### config.mk
export PLATFORM = sky130hd
export DESIGN_NAME = wss_ram
export DESIGN_NICKNAME = d
export VERILOG_FILES = /design/src/wss_ram.sv
export SDC_FILE = /design/constraint.sdc
export NUM_CORES = 2
export LEC_CHECK = 0
export BUFFER_PORTS_ARGS = -buffer_cell sky130_fd_sc_hd__buf_2
export CAP_MARGIN = 5
export CORE_UTILIZATION = 26
export CTS_BUF_LIST = sky130_fd_sc_hd__clkbuf_8
export CTS_CLUSTER_DIAMETER = 50
export DETAILED_ROUTE_END_ITERATION = 16
export GPL_TIMING_DRIVEN = 0
export SETUP_SLACK_MARGIN = 0.5
export SLEW_MARGIN = 20
export SYNTH_ARGS = -nofsm -noshare
export SYNTH_HDL_FRONTEND = slang
export SYNTH_SLANG_ARGS = --single-unit
### constraint.sdc
create_clock -name clk -period 10.5 [get_ports clk]
set_input_delay 1.05 -clock clk [delete_from_list [all_inputs] [get_ports clk]]
set_output_delay 1.05 -clock clk [all_outputs]
set_load 0.05 [all_outputs]
### src/wss_ram.sv
// Generic single-write, single-read RAM with registered read data.
`default_nettype none

module wss_ram #(
  parameter int WIDTH = 32,
  parameter int DEPTH = 64,
  parameter int AW    = (DEPTH > 1) ? $clog2(DEPTH) : 1
) (
  input  wire logic             clk,
  input  wire logic             we,
  input  wire logic [AW-1:0]    waddr,
  input  wire logic [WIDTH-1:0] wdata,
  input  wire logic [AW-1:0]    raddr,
  output logic      [WIDTH-1:0] rdata
);

  logic [WIDTH-1:0] mem [DEPTH];

  always_ff @(posedge clk) begin
    if (we) begin
      mem[waddr] <= wdata;
    end
    rdata <= mem[raddr];
  end

endmodule

`default_nettype wire

==> key figures <==
Clock tree
  – Htree depth: 5
  – Num Clock Sinks: 2080
  – Postcts setup bufs: 0
  – TritonCTS clock tree: yes
  – Cts repair resizes: 0
  – Worst-case clock buffer depth: 4
  – CTS clk-pin slew, worst paths: 60 ps
  – Hold_buf cts: 0
  – TritonCTS Buffers: 342
  – Clock root cell: clkbuf_8
  – Clk_lat worst skew: 980 ps

Synth
  – Area leader, netlist: edfxtp_1
  – Synthesized area per cell: 23.6 um^2
  – Main synth FF type: edfxtp_1
  – Synth top area cells: edfxtp_1 78%, mux4_2 16%, mux2i_1 1.2%
  – Yosys cell types: 34
  – EDFF count, synth: 2048
  – Number of synthesized register bits: 2080
  – Cells after Synth: 3324
  – Seq/Total Area, Yosys: 79.1%
  – Post-synth ARST share: 0%
  – Ys Warns: 0
  – Synth top area share: 78.3%
  – Synth Cell Area: 78500 um^2
  – Mapped Nets: 3370

Global routing
  – Initial antenna violation count: 38
  – Total track usage: 15.7%
  – Vias in the first global route: 39600
  – Pin count of the biggest net entering global routing: 65
  – First-pass GRT wire length: 326 mm
  – Aggregate global routing overflow: 0

Pwr
  – Pleak: 28.9 nW
  – NetSw: 0.00394 W
  – Combinational Power Share: 6.3%
  – Worst VDD drop: 0.0996 mV
  – Clk pwr share: 38.2%
  – Total power: 0.0166 W
  – Internal Power: 0.0127 W
  – PwrDens: 178 nW/um^2
  – Switching part of the total power: 23.8%
  – Reg power frac: 55.5%

Placement
  – Worst setup slack after placement: 4850 ps
  – Routability cong.: 0.841
  – Post-DP HPWL: 159 mm
  – Port buffer count: 69

Floorplan
  – Die Y: 552 um
  – Starting Density: 26.2%
  – Die area: 304000 um^2
  – Die W: 552 um
  – IO Pins: 78
  – Total core area: 300000 um^2
  – Row count: 201

STA
  – Hold Fails Final Rpt: 0
  – RSZ-0062 raised after global routing: false
  – Finish-stage setup viols: 0
  – Setup TNS: 0 ps
  – Clock Skews: 88.4 ps
  – PnR worst setup slack: 5550 ps
  – Max Slew Vio Count: 0
  – Clock period minus worst slack: 4950 ps
  – Hold slack: 499 ps
  – Worst-margin pin slew: 1300 ps
  – Final Cycle Share: 47.2%
  – Fmax: 202 MHz
  – Slew HR: 13.5%

Finish
  – Fillers: 28400
  – Post-layout nets: 3922
  – Final Core Density: 31.1%
  – Layout cells sized above 1: 32.0%
  – Area grow syn2layout: 19.0%
  – Most common library cell in the layout ignoring fill and taps: edfxtp_1
  – Commonest non-fill, non-tap cells in the layout: 2048 x edfxtp_1, 544 x mux4_2, 344 x clkbuf_8, 114 x inv_1, 101 x buf_2

Routing
  – Via count of the routed design: 39900
  – Post-DR vias/cell: 4.94
  – First drt pass iteration count: 6
  – Routed Antenna Nets: 0
  – 1st-iter DRT viols: 6539
  – Drc violations: 0
  – Drt wl/cell: 30.0 um
  – Final wirelength: 242 mm

Outcome
  – Outcome: finished, final reports clean

Setup path
  – Crit path largest cell delay: 860 ps
  – Crit path DAT: 5680 ps
  – Most common cell on crit path: buf_2
  – Peak fanout along the critical path: 10
  – CP required: 11220 ps
  – CP Cell Sequence: buf_2, buf_2, buf_2, buf_1, nand3b_1, o221ai_1, a21oi_1, a21oi_1, nor2_1
  – Startpoint types: input pin
  – Critical path buffer and inverter count: 4
  – FF-to-FF setup slack: 7560 ps
  – CP Class: in2reg
  – Cell with the largest stage delay on the worst path: buf_1
  – CP top delay family: buffers and inverters
  – CP Capture Type: flop

Job
  – Max Cap Viol: 0

Min path
  – Hold Crit Class: in2reg
layer usage:
layer	up-vias	global-route usage (%)	part of all wire [%]
li1	15500	-	-
met1	21300	20.0	37
met2	2602	25.5	48
met3	495	3.33	10
met4	12	6.90	4.7
met5	-	0	0.031
power groups by stage:
stage	Clock, W	Combinational [W]	Sequential (W)
after floorplan	0	0.000447	0.00945
after global placement	0	0.00100	0.00939
after detailed placement	0	0.00105	0.00939
after CTS	0.00642	0.00105	0.00922
after global routing	0.00676	0.00108	0.00921
final	0.00634	0.00105	0.00921
sequential cells by signal (all words and copies together), names as in the netlist:
signal / count
mem: 2048
rdata: 32
final timing paths:
kind               from           to  depth (start not counted)
max            raddr[1]    rdata[15]                          9
min           wdata[31]  mem[29][31]                          1
max reg2reg  mem[34][2]     rdata[2]                          5
min reg2reg  mem[12][8]     rdata[8]                          4
logic make-up after synthesis:
kind of cell,count (synthesis),synth area share (%)
flops,2080,79.1
buf+inv,182,1.13
compound gates,202,1.67
simple gates,223,1.27
mux,637,16.8
metrics by stage:
| stage | instances | instance area (um^2) |
|---|---|---|
| finish | 8084 | 93400 |
| global placement | 7351 | 83800 |
| CTS | 8066 | 93300 |
| detailed placement | 7487 | 87400 |
| global route | 8078 | 93400 |
| floorplan | 3324 | 78500 |
cells in the mapped netlist, types with 7 or more instances:
cell type	count
mux2i_1	93
nand2b_1	8
dfxtp_1	32
nor2b_1	15
buf_2	57
a21oi_1	62
a311oi_1	8
nor3_1	7
nor2_1	137
edfxtp_1	2048
clkbuf_1	74
mux4_2	544
a22oi_1	12
o22ai_1	84
buf_4	25
buf_1	21
o221ai_1	27
nand2_1	26
layout make-up:
class,instances,area (um^2),share of cell area (%)
Sequential cell,2080,62100,66.5
Multi-Input combinational cell,1062,16000,17.1
Tap cell,3958,4950,5.30
Clock buffer,344,4730,5.07
Timing Repair Buffer,208,3540,3.79
Clock inverter,235,1130,1.21
Buffer,182,911,0.975
Antenna cell,15,37.5,0.0402
Power figures use the tool's default switching activity.
