$ cat config.mk
export PLATFORM = sky130hd
export DESIGN_NAME = wss_div
export DESIGN_NICKNAME = d
export VERILOG_FILES = /design/src/wss_div.sv
export SDC_FILE = /design/constraint.sdc
export NUM_CORES = 1
export LEC_CHECK = 0
export ABC_AREA = 1
export BUFFER_PORTS_ARGS = -buffer_cell sky130_fd_sc_hd__buf_2
export CAP_MARGIN = 25
export CORE_MARGIN = 4
export CORE_UTILIZATION = 55
export DETAILED_ROUTE_END_ITERATION = 16
export PLACE_DENSITY = 0.79
export SLEW_MARGIN = 40
export SYNTH_ARGS = -nofsm -noshare
export SYNTH_HDL_FRONTEND = slang
export SYNTH_SLANG_ARGS = --single-unit
export TNS_END_PERCENT = 20
$ cat constraint.sdc
create_clock -name clk -period 7.9 [get_ports clk]
set_clock_uncertainty 0.05 [all_clocks]
set_input_delay 1.185 -clock clk [delete_from_list [all_inputs] [get_ports clk]]
set_output_delay 1.185 -clock clk [all_outputs]
set_load 0.05 [all_outputs]
$ cat src/wss_div.sv
// Division by a constant through a reciprocal multiply, one 16-bit slice of the reciprocal per cycle.
`default_nettype none

module wss_div #(
  parameter int W       = 40,
  parameter int DIVISOR = 60
) (
  input  wire logic         clk,
  input  wire logic         rst_n,
  input  wire logic         start,
  input  wire logic [W-1:0] dividend,
  output logic              done,
  output logic      [W-1:0] quotient
);

  // ceil(2^(W+SH) / DIVISOR) gives the exact floor for every W-bit dividend
  localparam int SH    = (DIVISOR > 1) ? $clog2(DIVISOR) : 0;
  localparam int SLICE = 16;
  localparam int NSL   = (W + 2 + SLICE - 1) / SLICE;
  localparam int RW    = NSL * SLICE;
  localparam int PW    = 2 * W + SH + 2;
  localparam int CW    = (NSL > 1) ? $clog2(NSL) : 1;
  localparam logic [RW-1:0] RECIP =
    RW'(((longint'(1) << (W + SH)) + longint'(DIVISOR - 1)) / longint'(DIVISOR));

  logic [W-1:0]       mag_r;
  logic [RW-1:0]      rcp_r;
  logic [PW-1:0]      acc_r, acc_nxt;
  logic [W+SLICE-1:0] part;
  logic [CW-1:0]      cnt_r;
  logic               busy_r, done_r;

  // Horner step: move the partial product up one slice, add dividend x next slice
  // (upper operand bits are zero, the multiplier is W x 16)
  always_comb begin
    part    = (W+SLICE)'(mag_r) * (W+SLICE)'(rcp_r[RW-1 -: SLICE]);
    acc_nxt = {acc_r[PW-SLICE-1:0], {SLICE{1'b0}}} + PW'(part);
  end

  // Control
  always_ff @(posedge clk) begin
    if (!rst_n) begin
      busy_r <= 1'b0;
      done_r <= 1'b0;
      cnt_r  <= '0;
    end else if (start) begin
      busy_r <= 1'b1;
      done_r <= 1'b0;
      cnt_r  <= CW'(NSL - 1);
    end else if (busy_r) begin
      cnt_r <= cnt_r - 1'b1;
      if (cnt_r == '0) begin
        busy_r <= 1'b0;
        done_r <= 1'b1;
      end
    end
  end

  // Datapath: reciprocal slices go out most significant first
  always_ff @(posedge clk) begin
    if (start) begin
      mag_r <= dividend;
      rcp_r <= RECIP;
      acc_r <= '0;
    end else if (busy_r) begin
      rcp_r <= rcp_r << SLICE;
      acc_r <= acc_nxt;
    end
  end

  assign done     = done_r;
  assign quotient = acc_r[W+SH +: W];

endmodule

`default_nettype wire

==> out/summary.json, run 1 <==
{
  "sta": {
    "tns_ns": 0,
    "slew_viol_final": 0,
    "period_share": 0.7345,
    "tightest_slew_ns": 0.8805,
    "fmax_mhz": 172.3,
    "layout_setup_ws_ns": 2.097,
    "shortest_clock_period_the_worst_path_allows_after_layout_ns": 5.803,
    "timing.max_slew.rel_slack": 0.4130,
    "rsz0062_at_grt": "false",
    "setup_viol": 0,
    "hold_viol": 0
  },
  "logic_synthesis": {
    "syn-cell-area_um2": 17810,
    "synth_top_cells_by_area": "sky130_fd_sc_hd__nand2_1 15%, sky130_fd_sc_hd__inv_1 15%, sky130_fd_sc_hd__fa_1 15%",
    "postSynthCellCount": 2655,
    "synth-adder-area-share": 0.3016,
    "area_fraction_in_compound_gates_after_synthesis": 0.06078,
    "dominant_combinational_cell_family_by_area_after_synthesis": "adder cells",
    "synth.most_common_cell": "sky130_fd_sc_hd__nand2_1",
    "netlist.area_leader.share": 0.1549,
    "yosys.area_share.xor_xnor": 0.01476,
    "yosys_warnings": 0,
    "post_synth_and_or_nand_nor_area_fraction": 0.2595,
    "dominantRegCellSynth": "sky130_fd_sc_hd__dfxtp_1",
    "post_synth_num_cell_types": 47,
    "synth_enable_flop_cells": 40,
    "synth_top_cells_by_count": "735 x sky130_fd_sc_hd__nand2_1, 734 x sky130_fd_sc_hd__inv_1, 210 x sky130_fd_sc_hd__ha_1, 155 x sky130_fd_sc_hd__nor2_1, 137 x sky130_fd_sc_hd__fa_1",
    "synth_mux_area_frac": 0,
    "post_synthesis_async_set_or_reset_flop_share": 0,
    "synth_seq_cells": 136,
    "synth_top_area_cell": "sky130_fd_sc_hd__nand2_1",
    "post_synth.cell_area_avg_um2": 6.707,
    "synth_nets": 3045,
    "synth-seq-area-share": 0.1754
  },
  "critical_path": {
    "cp_data_arrival_time_ns": 6.11,
    "cp-start-kind": "flip-flop",
    "endpoint_kind": "flip-flop",
    "critical_path_type": "reg2reg",
    "timing.critical_path.fanout_max": 30,
    "timing.rr.start": "rcp_r[40]$_SDFFE_PP1P_",
    "crit_required_ns": 8.21,
    "reg2reg_depth": 26,
    "regToRegSetupSlack_ns": 2.10,
    "reg2reg_to": "acc_r[81]$_SDFFE_PP0P_"
  },
  "global_route": {
    "wire_length_of_the_first_global_routing_pass_mm": 82.94,
    "grt_antenna_before_repair": 1,
    "grt_pass1_vias": 15594,
    "grt_max_degree": 72,
    "gr-usage-all-layers": 0.2972,
    "grt_overflow_total": 0
  },
  "hold_path": {
    "hold-path-endpoint": "rcp_r[16]$_SDFFE_PP1P_",
    "hold_path_class": "reg2reg",
    "whs_path_cells": 2,
    "worstHoldStart": "rcp_r[16]$_SDFFE_PP1P_"
  },
  "drt": {
    "detail_route.iter0.violations": 1258,
    "via_count": 15798,
    "wl_mm": 51.77,
    "antenna_left": 0,
    "detail_route.wl_per_cell_um": 16.73,
    "detail_route.vias_per_cell": 5.104,
    "drcViolationCount": 0,
    "dr.pass1.iters": 6
  },
  "clock_network": {
    "tritoncts.num_buffers": 17,
    "postCtsSetupRepairBufs": 0,
    "htree_num_levels": 4,
    "cts_root_buf": "sky130_fd_sc_hd__clkbuf_16",
    "clock_path_buffers": 2,
    "cts_repair_resize_count": 0,
    "clk_pin_slew_worst_paths_ns": 0.06,
    "worst_skew_pair.late_latency_ns": 0.46,
    "holdBufCountCts": 0,
    "tritoncts_sinks": 136,
    "tritoncts_clock_tree": "built"
  },
  "finish": {
    "fillCellCount": 2992,
    "num_antenna_cells": 0,
    "finalCoreUtilization": 0.5964,
    "area_growth_from_synthesis_to_layout_pct": 6.232,
    "design.final.nets": 3070,
    "ff_latch_area_um2": 3128,
    "drive_gt1_frac": 0.08095,
    "multiInputGateArea_um2": 11340
  },
  "power": {
    "cellPowerDensity_nw_per_um2": 339.5,
    "fin_total_pwr_mw": 6.422,
    "vdd_ir_drop_max_v": 0.0002645,
    "total_leakage_power_nw": 11.67
  },
  "run_status": {
    "status": "completed"
  },
  "place": {
    "globalplace.congestion": 1.019,
    "dp.final_hpwl_mm": 43.09,
    "preCtsSetupSlack_ns": 2.182,
    "port-buffer-count": 83
  },
  "floorplan": {
    "die_x_um": 187.9,
    "die_height_um": 187.9,
    "floorplan.die_area_um2": 35320,
    "initial_utilization": 0.5614,
    "rows": 65,
    "placeableCoreArea_um2": 31720,
    "io-pin-count": 84
  },
  "run": {
    "timing.max_cap.violations": 0
  }
}
cell type report:
| class | instances | area share |
|---|---|---|
| clock buffers | 22 | 0.02566 |
| multi-input cells | 1678 | 0.5994 |
| clock inverters | 10 | 0.007540 |
| well taps | 402 | 0.02659 |
| flip-flops and latches | 136 | 0.1654 |
| inverters | 755 | 0.1498 |
| repair buffers | 92 | 0.02566 |
placed cells by master (no fill, tap or decap), drive strengths merged, types with 4 or more instances in the layout:
cell type  instances
clkinvlp           4
o21ai             63
fa               137
and2               7
nor3              28
o21bai             9
dfxtp             96
clkinv             5
buf               92
nand4             17
ha               210
nor2             187
xnor2              9
inv              753
a21oi             98
clkbuf            22
xor2              21
nand3            109
nand2            751
o22ai              7
edfxtp            40
how the worst max path moves through the flow:
stage / depth (start not counted) / slack (ns) / endpoint / start
after floorplan: 25 / 3.08 / acc_r[46]$_SDFFE_PP0P_ / rcp_r[40]$_SDFFE_PP1P_
after global placement: 24 / 1.88 / acc_r[79]$_SDFFE_PP0P_ / rcp_r[40]$_SDFFE_PP1P_
after detailed placement: 26 / 2.18 / acc_r[80]$_SDFFE_PP0P_ / rcp_r[32]$_SDFFE_PP1P_
after CTS: 20 / 2.15 / acc_r[29]$_SDFFE_PP0P_ / rcp_r[32]$_SDFFE_PP1P_
after global routing: 25 / 1.78 / acc_r[79]$_SDFFE_PP0P_ / rcp_r[40]$_SDFFE_PP1P_
final: 26 / 2.10 / acc_r[81]$_SDFFE_PP0P_ / rcp_r[40]$_SDFFE_PP1P_
where the power goes:
group	switching (mW)	leakage, nW	internal [mW]
Sequential	0.0932	1.18	0.812
Combinational	3.19	10.2	1.46
Clock	0.335	0.294	0.531
Total	3.62	11.7	2.80
sequential cells by signal (all words and copies together) (netlist names):
signal,count
acc_r,86
mag_r,40
rcp_r,6
cnt_r,2
busy_r,1
done,1
logic make-up after synthesis:
kind of cell,count (synthesis)
AO/OA/AOI/OAI,196
XOR/XNOR,30
buffers and inverters,841
AND/OR/NAND/NOR,1105
adder cells (fa/ha/maj),347
flip-flops,136
stage by stage:
stage | instance area, um^2 | hold slack [ns] | instances
finish | 18920 | 0.4006 | 3095
global route | 18920 | 0.4400 | 3095
detailed placement | 18290 | 0.3878 | 3063
floorplan | 17810 | 0.3691 | 2655
global placement | 18280 | 0.3845 | 3063
CTS | 18910 | 0.4022 | 3095
routing by layer:
layer / vias up / track usage / part of all wire
li1: 7874 / - / -
met1: 7226 / 0.3948 / 0.44
met2: 597 / 0.4955 / 0.46
met3: 101 / 0.03891 / 0.066
met4: 0 / 0.1149 / 0.037
met5: - / 0 / 0
worst max-delay path, cell delays in order (launching register included):
cell	delay (ns)
sky130_fd_sc_hd__dfxtp_2	0.70
sky130_fd_sc_hd__buf_4	0.29
sky130_fd_sc_hd__nand2_1	0.07
sky130_fd_sc_hd__inv_1	0.11
sky130_fd_sc_hd__ha_1	0.26
sky130_fd_sc_hd__fa_1	0.53
sky130_fd_sc_hd__inv_1	0.06
sky130_fd_sc_hd__fa_1	0.54
sky130_fd_sc_hd__inv_1	0.06
sky130_fd_sc_hd__fa_1	0.54
sky130_fd_sc_hd__inv_1	0.06
sky130_fd_sc_hd__fa_1	0.50
sky130_fd_sc_hd__inv_1	0.04
sky130_fd_sc_hd__ha_1	0.46
sky130_fd_sc_hd__nand2_1	0.14
sky130_fd_sc_hd__nor2_1	0.17
sky130_fd_sc_hd__inv_1	0.13
sky130_fd_sc_hd__nor2_1	0.15
sky130_fd_sc_hd__nand2_1	0.10
sky130_fd_sc_hd__nor2_1	0.20
sky130_fd_sc_hd__nand3_1	0.09
sky130_fd_sc_hd__nand2_1	0.08
sky130_fd_sc_hd__nand2_1	0.06
sky130_fd_sc_hd__nand3_1	0.08
sky130_fd_sc_hd__nand3_1	0.07
sky130_fd_sc_hd__nand2_1	0.09
sky130_fd_sc_hd__inv_1	0.04
Note: power is estimated with default switching activity, not from simulation.
==> run 2, diff against run 1 <==
--- a/config.mk
+++ b/config.mk
@@ -5,7 +5,7 @@
 export SDC_FILE = /design/constraint.sdc
 export NUM_CORES = 1
 export LEC_CHECK = 0
-export ABC_AREA = 1
+export ABC_AREA = 0
 export BUFFER_PORTS_ARGS = -buffer_cell sky130_fd_sc_hd__buf_2
 export CAP_MARGIN = 25
 export CORE_MARGIN = 4
==> constraint.sdc (replaced) <==
create_clock -name clk -period 5.9 [get_ports clk]
set_clock_uncertainty 0.05 [all_clocks]
set_input_delay 0.885 -clock clk [delete_from_list [all_inputs] [get_ports clk]]
set_output_delay 0.885 -clock clk [all_outputs]
set_load 0.05 [all_outputs]
==> run 2 against run 1 <==
Net effect:
- worst hold slack better by 0.035 ns
- global-route usage is 4.8 points lower
- maximum frequency is 0.49% lower
- largest cell class unchanged
==> out/summary.json, run 2 <==
{
  "finish": {
    "fillCellCount": {"value": 2118, "change": "-29%"},
    "final_cell_mix": "240 x sky130_fd_sc_hd__inv_1, 180 x sky130_fd_sc_hd__ha_1, 140 x sky130_fd_sc_hd__and2_1",
    "area_growth_from_synthesis_to_layout_pct": 16.61,
    "layout_top_registers": "acc_r (86), mag_r (40), rcp_r (6)",
    "num_antenna_cells": {"value": 0, "change": "unchanged"},
    "finalNonFillerCells": {"value": 2123, "change": "-31%"},
    "design.final.nets": {"value": 2159, "change": "-30%"},
    "final_common_cell": "sky130_fd_sc_hd__inv_1",
    "drive_gt1_frac": {"value": 0.2009, "change": "+0.1199"},
    "top_register": "acc_r",
    "max_ffs_per_register": {"value": 86, "change": "unchanged"}
  },
  "sta": {
    "fmax": {"value": 171.5, "unit": "MHz", "change": "-0.49%"},
    "final_layout_worst_hold_slack": {"value": 0.4353, "unit": "ns", "change": "+0.03471 ns"},
    "period_share": {"value": 0.9883, "change": "+0.2538"},
    "timing.max_slew.rel_slack": {"value": 0.4914, "change": "+0.07836"},
    "shortest_clock_period_the_worst_path_allows_after_layout": {"value": 5.831, "unit": "ns", "change": "+0.02841 ns"},
    "setup_viol": {"value": 0, "change": "unchanged"},
    "layout_setup_ws": {"value": 0.06886, "unit": "ns", "change": "-2.028 ns"},
    "slew_viol_final": {"value": 0, "change": "unchanged"},
    "tightest_slew": {"value": 0.7630, "unit": "ns", "change": "-0.1175 ns"},
    "hold_viol": {"value": 0, "change": "unchanged"}
  },
  "clock_network": {
    "tritoncts.num_buffers": {"value": 17, "change": "unchanged"},
    "worst_skew_pair.late_latency": {"value": 0.43, "unit": "ns", "change": "-0.03 ns"},
    "tritoncts_clock_tree": "built",
    "tritoncts_sinks": {"value": 136, "change": "unchanged"},
    "clock_path_buffers": {"value": 2, "change": "unchanged"},
    "htree_num_levels": {"value": 4, "change": "unchanged"},
    "cts_root_buf": "sky130_fd_sc_hd__clkbuf_16",
    "clk_pin_slew_worst_paths": {"value": 0.08, "unit": "ns", "change": "+0.02 ns"}
  },
  "power": {
    "vdd_ir_drop_max": {"value": 0.0003937, "unit": "V", "change": "+49%"},
    "total_leakage_power": {"value": 8.372, "unit": "nW", "change": "-28%"},
    "cellPowerDensity": {"value": 534.4, "unit": "nW/um^2", "change": "+57%"}
  },
  "logic_synthesis": {
    "post_synth_num_cell_types": {"value": 63, "change": "+34%"},
    "netlist.area_leader.share": {"value": 0.1815, "change": "+0.02660"},
    "synth.most_common_cell": "sky130_fd_sc_hd__inv_1",
    "synth_top_cells_by_count": "250 x sky130_fd_sc_hd__inv_1, 210 x sky130_fd_sc_hd__ha_1, 164 x sky130_fd_sc_hd__and2_1, 137 x sky130_fd_sc_hd__fa_1, 117 x sky130_fd_sc_hd__nor2_1",
    "synth_top_cells_by_area": "sky130_fd_sc_hd__fa_1 18%, sky130_fd_sc_hd__ha_1 17%, sky130_fd_sc_hd__dfxtp_1 13%",
    "yosys_warnings": {"value": 0, "change": "unchanged"},
    "post_synthesis_async_set_or_reset_flop_share": {"value": 0, "change": "unchanged"},
    "postSynthCellCount": {"value": 1671, "change": "-37%"},
    "synth_nets": {"value": 2061, "change": "-32%"},
    "syn-cell-area": {"value": 15110, "unit": "um^2", "change": "-15%"},
    "synth_seq_cells": {"value": 136, "change": "unchanged"},
    "dominantRegCellSynth": "sky130_fd_sc_hd__dfxtp_1",
    "post_synth.cell_area_avg": {"value": 9.041, "unit": "um^2", "change": "+35%"},
    "synth_enable_flop_cells": {"value": 40, "change": "unchanged"},
    "synth-seq-area-share": {"value": 0.2067, "change": "+0.03133"},
    "synth_top_area_cell": "sky130_fd_sc_hd__fa_1"
  },
  "drt": {
    "via_count": {"value": 12141, "change": "-23%"},
    "detail_route.vias_per_cell": {"value": 5.719, "change": "+12%"},
    "wl": {"value": 39.80, "unit": "mm", "change": "-23%"},
    "antenna_left": {"value": 0, "change": "unchanged"},
    "detail_route.wl_per_cell": {"value": 18.75, "unit": "um", "change": "+12%"},
    "detail_route.iter0.violations": {"value": 885, "change": "-30%"},
    "dr.pass1.iters": {"value": 5, "change": "-1"},
    "drcViolationCount": {"value": 0, "change": "unchanged"}
  },
  "critical_path": {
    "cp_data_arrival_time": {"value": 6.13, "unit": "ns", "change": "+0.02 ns"},
    "regToRegSetupSlack": {"value": 0.07, "unit": "ns", "change": "-2.03 ns"},
    "crit_required": {"value": 6.20, "unit": "ns", "change": "-2.01 ns"},
    "crit_path_end": "acc_r[67]$_SDFFE_PP0P_",
    "critical_path_type": "reg2reg",
    "timing.critical_path.fanout_max": {"value": 8, "change": "-73%"},
    "reg2reg_depth": {"value": 22, "change": "-15%"},
    "setup_crit_start": "rcp_r[40]$_SDFFE_PP1P_",
    "endpoint_kind": "flip-flop",
    "cp-start-kind": "flip-flop",
    "timing.rr.start": "rcp_r[40]$_SDFFE_PP1P_",
    "reg2reg_to": "acc_r[67]$_SDFFE_PP0P_"
  },
  "global_route": {
    "gr-usage-all-layers": {"value": 0.2489, "change": "-0.04831"},
    "grt_overflow_total": {"value": 0, "change": "unchanged"},
    "grt_pass1_vias": {"value": 12104, "change": "-22%"},
    "grt_max_degree": {"value": 67, "change": "-6.9%"},
    "wire_length_of_the_first_global_routing_pass": {"value": 61.40, "unit": "mm", "change": "-26%"},
    "grt_antenna_before_repair": {"value": 1, "change": "unchanged"}
  },
  "floorplan": {
    "placeableCoreArea": {"value": 27030, "unit": "um^2", "change": "-15%"},
    "initial_utilization": {"value": 0.5590, "change": "-0.002392"},
    "die_height": {"value": 173.7, "unit": "um", "change": "-7.6%"},
    "die_x": {"value": 173.7, "unit": "um", "change": "-7.6%"},
    "rows": {"value": 60, "change": "-7.7%"},
    "io-pin-count": {"value": 84, "change": "unchanged"},
    "floorplan.die_area": {"value": 30190, "unit": "um^2", "change": "-15%"}
  },
  "place": {
    "preCtsSetupSlack": {"value": -0.1911, "unit": "ns", "change": "-2.373 ns"},
    "dp.final_hpwl": {"value": 29.78, "unit": "mm", "change": "-31%"},
    "placed_cells": {"value": 2070, "change": "-32%"},
    "globalplace.congestion": {"value": 0.9755, "change": "-4.3%"},
    "port-buffer-count": {"value": 83, "change": "unchanged"}
  },
  "hold_path": {
    "hold_path_class": "reg2reg",
    "worstHoldStart": "acc_r[72]$_SDFFE_PP0P_"
  },
  "run": {
    "timing.max_cap.violations": {"value": 0, "change": "unchanged"}
  },
  "run_status": {
    "status": "completed"
  }
}
[run 2: cell count changes after synthesis, sizes merged, moves of 36 or more]
cell   previous run  this run
and2              7       164
nand3           109        22
inv             753       250
nand2           751        85
nor2            187       117
mux2i             0        36
[run 2: cell families after synthesis]
| logic type | share of synthesized area |
|---|---|
| AOI/OAI and AO/OA | 0.1195 |
| DFF | 0.2067 |
| buffers and inverters | 0.1017 |
| adders and majority gates | 0.3554 |
| and+or+nand+nor | 0.1557 |
| muxes | 0.02385 |
| xor gates and xnor gates | 0.03710 |
[run 2: area by class of cell]
cell class	instances	area [um^2]	area share
clock inverters	15	191.4	0.01087
well taps	341	426.7	0.02422
clock buffers	17	425.4	0.02415
multi-input cells	1174	11100	0.6298
repair buffers	190	1406	0.07982
inverters	250	938.4	0.05326
flip-flops and latches	136	3134	0.1779
[run 2: power by group]
part | internal, mW | switching, mW
registers | 1.11 | 0.144
clock network | 0.649 | 0.507
logic | 2.98 | 4.02
[run 2: critical path, stage by stage (launching register included)]
cell                        delay [ns]
sky130_fd_sc_hd__dfxtp_4          0.39
sky130_fd_sc_hd__buf_12           0.15
sky130_fd_sc_hd__buf_8            0.13
sky130_fd_sc_hd__and2_4           0.14
sky130_fd_sc_hd__ha_1             0.29
sky130_fd_sc_hd__fa_1             0.54
sky130_fd_sc_hd__fa_1             0.44
sky130_fd_sc_hd__fa_1             0.49
sky130_fd_sc_hd__inv_1            0.05
sky130_fd_sc_hd__fa_1             0.50
sky130_fd_sc_hd__inv_2            0.05
sky130_fd_sc_hd__ha_4             0.26
sky130_fd_sc_hd__and3_4           0.19
sky130_fd_sc_hd__and3_4           0.20
sky130_fd_sc_hd__nand3_2          0.08
sky130_fd_sc_hd__a211oi_2         0.27
sky130_fd_sc_hd__o21ai_2          0.13
sky130_fd_sc_hd__a2111oi_4        0.36
sky130_fd_sc_hd__buf_4            0.21
sky130_fd_sc_hd__o21ai_4          0.10
sky130_fd_sc_hd__buf_6            0.18
sky130_fd_sc_hd__or3_4            0.32
sky130_fd_sc_hd__a311oi_2         0.27
[run 2: how the worst min path moves through the flow]
stage                                        end  slack, ns  cells after the start
after floorplan           acc_r[21]$_SDFFE_PP0P_       0.39                      2
after global placement         done$_SDFFE_PP0P_       0.41                      2
after detailed placement  acc_r[80]$_SDFFE_PP0P_       0.43                      2
after CTS                 acc_r[80]$_SDFFE_PP0P_       0.44                      2
after global routing      acc_r[23]$_SDFFE_PP0P_       0.46                      2
final                     acc_r[72]$_SDFFE_PP0P_       0.44                      2
[run 2: timing repair]
| item | in CTS | in global routing |
|---|---|---|
| setup buffers | 4 | 10 |
| pin swaps | 9 | 88 |
| cloned | 0 | 6 |
| hold buffers | 0 | 0 |
| setup endpoints to repair | 27 | 44 |
| resized for setup | 15 | 130 |
[run 2: through the flow]
stage                     power (mW)  setup TNS, ns  utilization  area [um^2]
after global routing           10.13        -0.7923       0.6519        17620
after detailed placement       7.350         -1.871       0.5940        16050
after global placement         7.256        -0.5543       0.5938        16050
final                          9.416              0       0.6519        17620
after CTS                      8.636        -0.1412       0.6203        16760
after floorplan                5.354              0            -        15110
[run 2: per-layer routing]
metal | vias up | global-route usage | wire length (um)
met5 | - | 0 | 7
met4 | 2 | 0.07687 | 1106
met3 | 87 | 0.03686 | 2464
met2 | 428 | 0.4068 | 19130
met1 | 5911 | 0.3436 | 17090
li1 | 5713 | - | -
==> run 3, diff against run 2 <==
--- a/config.mk
+++ b/config.mk
@@ -11,7 +11,7 @@
 export CORE_MARGIN = 4
 export CORE_UTILIZATION = 55
 export DETAILED_ROUTE_END_ITERATION = 16
-export PLACE_DENSITY = 0.79
+export PLACE_DENSITY = 0.78
 export SLEW_MARGIN = 40
 export SYNTH_ARGS = -nofsm -noshare
 export SYNTH_HDL_FRONTEND = slang
==> constraint.sdc (replaced) <==
create_clock -name clk -period 6.7 [get_ports clk]
set_clock_uncertainty 0.05 [all_clocks]
set_input_delay 1.005 -clock clk [delete_from_list [all_inputs] [get_ports clk]]
set_output_delay 1.005 -clock clk [all_outputs]
set_load 0.05 [all_outputs]
==> run 3 against run 2 <==
Net effect:
- non-clock buffer count fell by 82
- sequential power decreased by 11%
- critical path depth is 1 lower
- power is 24% lower
- worst hold slack got worse by 0.018 ns
- global-route usage decreased by 0.55 points
- maximum frequency down 6.9%
- sequential share of layout area rose by 1.5 points
- combinational power down 28%
- cell area shrank 8.1%
- largest power group unchanged
==> out/summary.json, run 3 (synthesis results as in run 2) <==
{
  "run_status": {
    "status": "completed"
  },
  "clock_network": {
    "tritoncts_clock_tree": "built",
    "clk_pin_slew_worst_paths": {"value": 0.08, "unit": "ns", "change": "about the same"},
    "holdBufCountCts": {"value": 0, "change": "unchanged"},
    "tritoncts_sinks": {"value": 136, "change": "unchanged"},
    "clock_path_buffers": {"value": 2, "change": "unchanged"},
    "cts_root_buf": "sky130_fd_sc_hd__clkbuf_16",
    "worst_skew_pair.late_latency": {"value": 0.43, "unit": "ns", "change": "about the same"},
    "tritoncts.num_buffers": {"value": 17, "change": "unchanged"},
    "htree_num_levels": {"value": 4, "change": "unchanged"}
  },
  "power": {
    "internal-power": {"value": 3.467, "unit": "mW", "change": "-27%"},
    "vdd_ir_drop_max": {"value": 0.0003355, "unit": "V", "change": "-15%"},
    "power.net_switching": {"value": 3.695, "unit": "mW", "change": "-21%"},
    "seqPwrFrac": {"value": 0.155, "change": "+0.022"},
    "total_leakage_power": {"value": 7.883, "unit": "nW", "change": "-5.8%"},
    "cellPowerDensity": {"value": 442.2, "unit": "nW/um^2", "change": "-17%"},
    "fin_total_pwr": {"value": 7.163, "unit": "mW", "change": "-24%"},
    "power.clock.fraction": {"value": 0.143, "change": "+0.020"},
    "pwr-share-comb": {"value": 0.702, "change": "-0.042"},
    "netSwitchingFraction": {"value": 0.5159, "change": "+0.01985"}
  },
  "floorplan": {
    "rows": {"value": 60, "change": "unchanged"},
    "floorplan.die_area": {"value": 30190, "unit": "um^2", "change": "unchanged"},
    "die_height": {"value": 173.7, "unit": "um", "change": "unchanged"},
    "io-pin-count": {"value": 84, "change": "unchanged"},
    "die_x": {"value": 173.7, "unit": "um", "change": "unchanged"},
    "initial_utilization": {"value": 0.5590, "change": "unchanged"},
    "placeableCoreArea": {"value": 27030, "unit": "um^2", "change": "unchanged"}
  },
  "finish": {
    "num_antenna_cells": {"value": 0, "change": "unchanged"},
    "final_area": {"value": 16200, "unit": "um^2", "change": "-8.1%"},
    "final_cell_mix": "249 x sky130_fd_sc_hd__inv_1, 210 x sky130_fd_sc_hd__ha_1, 164 x sky130_fd_sc_hd__and2_1",
    "drive_gt1_frac": {"value": 0.09358, "change": "-0.1073"},
    "max_ffs_per_register": {"value": 86, "change": "unchanged"},
    "finalCoreUtilization": {"value": 0.5994, "change": "-0.05250"},
    "design.final.nets": {"value": 2076, "change": "-3.8%"},
    "finalNonFillerCells": {"value": 2040, "change": "-3.9%"},
    "area_growth_from_synthesis_to_layout_pct": 7.222,
    "layout_top_registers": "acc_r (86), mag_r (40), rcp_r (6)",
    "final_common_cell": "sky130_fd_sc_hd__inv_1",
    "top_register": "acc_r"
  },
  "place": {
    "preCtsSetupSlack": {"value": 0.01004, "unit": "ns", "change": "+0.2012 ns"},
    "placed_instance_area": {"value": 15540, "unit": "um^2", "change": "-3.2%"},
    "globalplace.congestion": {"value": 0.9633, "change": "-1.3%"},
    "port-buffer-count": {"value": 83, "change": "unchanged"},
    "placed_cells": {"value": 2007, "change": "-3.0%"},
    "dp.final_hpwl": {"value": 29.26, "unit": "mm", "change": "-1.7%"}
  },
  "global_route": {
    "grt_antenna_before_repair": {"value": 0, "change": "-1"},
    "grt_max_degree": {"value": 73, "change": "+9.0%"},
    "grt_pass1_vias": {"value": 11568, "change": "-4.4%"},
    "gr-usage-all-layers": {"value": 0.2434, "change": "-0.005491"},
    "grt_overflow_total": {"value": 0, "change": "unchanged"},
    "wire_length_of_the_first_global_routing_pass": {"value": 59.97, "unit": "mm", "change": "-2.3%"}
  },
  "critical_path": {
    "timing.critical_path.fanout_max": {"value": 11, "change": "+3"},
    "crit_required": {"value": 6.98, "unit": "ns", "change": "+0.78 ns"},
    "cp-start-kind": "flip-flop",
    "endpoint_kind": "flip-flop",
    "cp_data_arrival_time": {"value": 6.55, "unit": "ns", "change": "+0.42 ns"},
    "critical_path_type": "reg2reg"
  },
  "drt": {
    "via_count": {"value": 11527, "change": "-5.1%"},
    "detail_route.vias_per_cell": {"value": 5.650, "change": "-1.2%"},
    "wl": {"value": 36.50, "unit": "mm", "change": "-8.3%"},
    "detail_route.iter0.violations": {"value": 715, "change": "-19%"},
    "detail_route.wl_per_cell": {"value": 17.89, "unit": "um", "change": "-4.6%"},
    "drcViolationCount": {"value": 0, "change": "unchanged"},
    "antenna_left": {"value": 0, "change": "unchanged"},
    "dr.pass1.iters": {"value": 5, "change": "unchanged"}
  },
  "sta": {
    "shortest_clock_period_the_worst_path_allows_after_layout": {"value": 6.267, "unit": "ns", "change": "+0.4355 ns"},
    "layout_setup_ws": {"value": 0.4334, "unit": "ns", "change": "+0.3645 ns"},
    "fmax": {"value": 159.6, "unit": "MHz", "change": "-6.9%"},
    "tns": {"value": 0, "unit": "ns", "change": "unchanged"},
    "final_layout_worst_hold_slack": {"value": 0.4176, "unit": "ns", "change": "-0.01775 ns"},
    "setup_viol": {"value": 0, "change": "unchanged"},
    "hold_viol": {"value": 0, "change": "unchanged"},
    "rsz0062_at_grt": "false",
    "period_share": {"value": 0.9353, "change": "-0.05301"},
    "timing.max_slew.rel_slack": {"value": 0.4796, "change": "-0.01179"},
    "slew_viol_final": {"value": 0, "change": "unchanged"},
    "tightest_slew": {"value": 0.7807, "unit": "ns", "change": "+0.01768 ns"}
  },
  "hold_path": {
    "hold_path_class": "reg2reg"
  },
  "run": {
    "timing.max_cap.violations": {"value": 0, "change": "unchanged"}
  }
}
## run 3: cell types whose count changed in the layout (fill, tap and decap cells not counted), sizes merged
cell and change:
buf -78, clkbuf -4, clkinv +1, inv -1, o21ai -1
## run 3: worst paths after layout
kind / startpoint / endpoint / slack, ns / depth (start not counted)
max: mag_r[32]$_DFFE_PP_ / acc_r[67]$_SDFFE_PP0P_ / 0.43 / 21
min: done$_SDFFE_PP0P_ / done$_SDFFE_PP0P_ / 0.42 / 2
max reg2reg: mag_r[32]$_DFFE_PP_ / acc_r[67]$_SDFFE_PP0P_ / 0.43 / 21
min reg2reg: done$_SDFFE_PP0P_ / done$_SDFFE_PP0P_ / 0.42 / 2
## run 3: repair_timing
action                                  4_1_cts  5_1_grt
setup buffers                                 0        0
endpoints found under the setup margin        1        1
gates resized for setup                       1        2
## run 3: power groups by stage
stage	Clock (mW)	Combinational, mW	Sequential (mW)
floorplan	0	3.65	1.07
global placement	0	4.85	1.12
detailed placement	0	4.91	1.13
CTS	1.04	4.97	1.11
global route	1.08	5.58	1.13
finish	1.03	5.03	1.11
## run 3: area by class of cell
| cell class | instances | area, um^2 |
|---|---|---|
| Clock inverter | 15 | 198.9 |
| Tap cell | 341 | 426.7 |
| Timing Repair Buffer | 108 | 618.1 |
| Clock buffer | 17 | 425.4 |
| Inverter | 250 | 938.4 |
| Fill cell | 2316 | 10830 |
| Sequential cell | 136 | 3131 |
| Multi-Input combinational cell | 1173 | 10460 |
## run 3: routing by layer
layer	part of all wire	global-route usage	wire length (um)
met1	0.45	0.3441	16430
met2	0.47	0.3962	17160
met3	0.055	0.03162	2023
met4	0.024	0.06631	881
met5	0	0	0
## run 3: critical path: stages (launching register included)
cell and delay (ns):
sky130_fd_sc_hd__edfxtp_1 0.50, sky130_fd_sc_hd__and2_1 0.24, sky130_fd_sc_hd__ha_1 0.33, sky130_fd_sc_hd__fa_1 0.52
sky130_fd_sc_hd__inv_1 0.06, sky130_fd_sc_hd__fa_1 0.53, sky130_fd_sc_hd__inv_1 0.06, sky130_fd_sc_hd__fa_1 0.54
sky130_fd_sc_hd__inv_1 0.07, sky130_fd_sc_hd__fa_1 0.51, sky130_fd_sc_hd__inv_1 0.04, sky130_fd_sc_hd__ha_1 0.30
sky130_fd_sc_hd__a21o_1 0.19, sky130_fd_sc_hd__o21bai_1 0.18, sky130_fd_sc_hd__a221o_1 0.35, sky130_fd_sc_hd__a31oi_1 0.20
sky130_fd_sc_hd__o221ai_1 0.20, sky130_fd_sc_hd__a221o_1 0.44, sky130_fd_sc_hd__o21ai_4 0.33, sky130_fd_sc_hd__buf_4 0.18
sky130_fd_sc_hd__o21ai_0 0.07, sky130_fd_sc_hd__a311oi_1 0.29
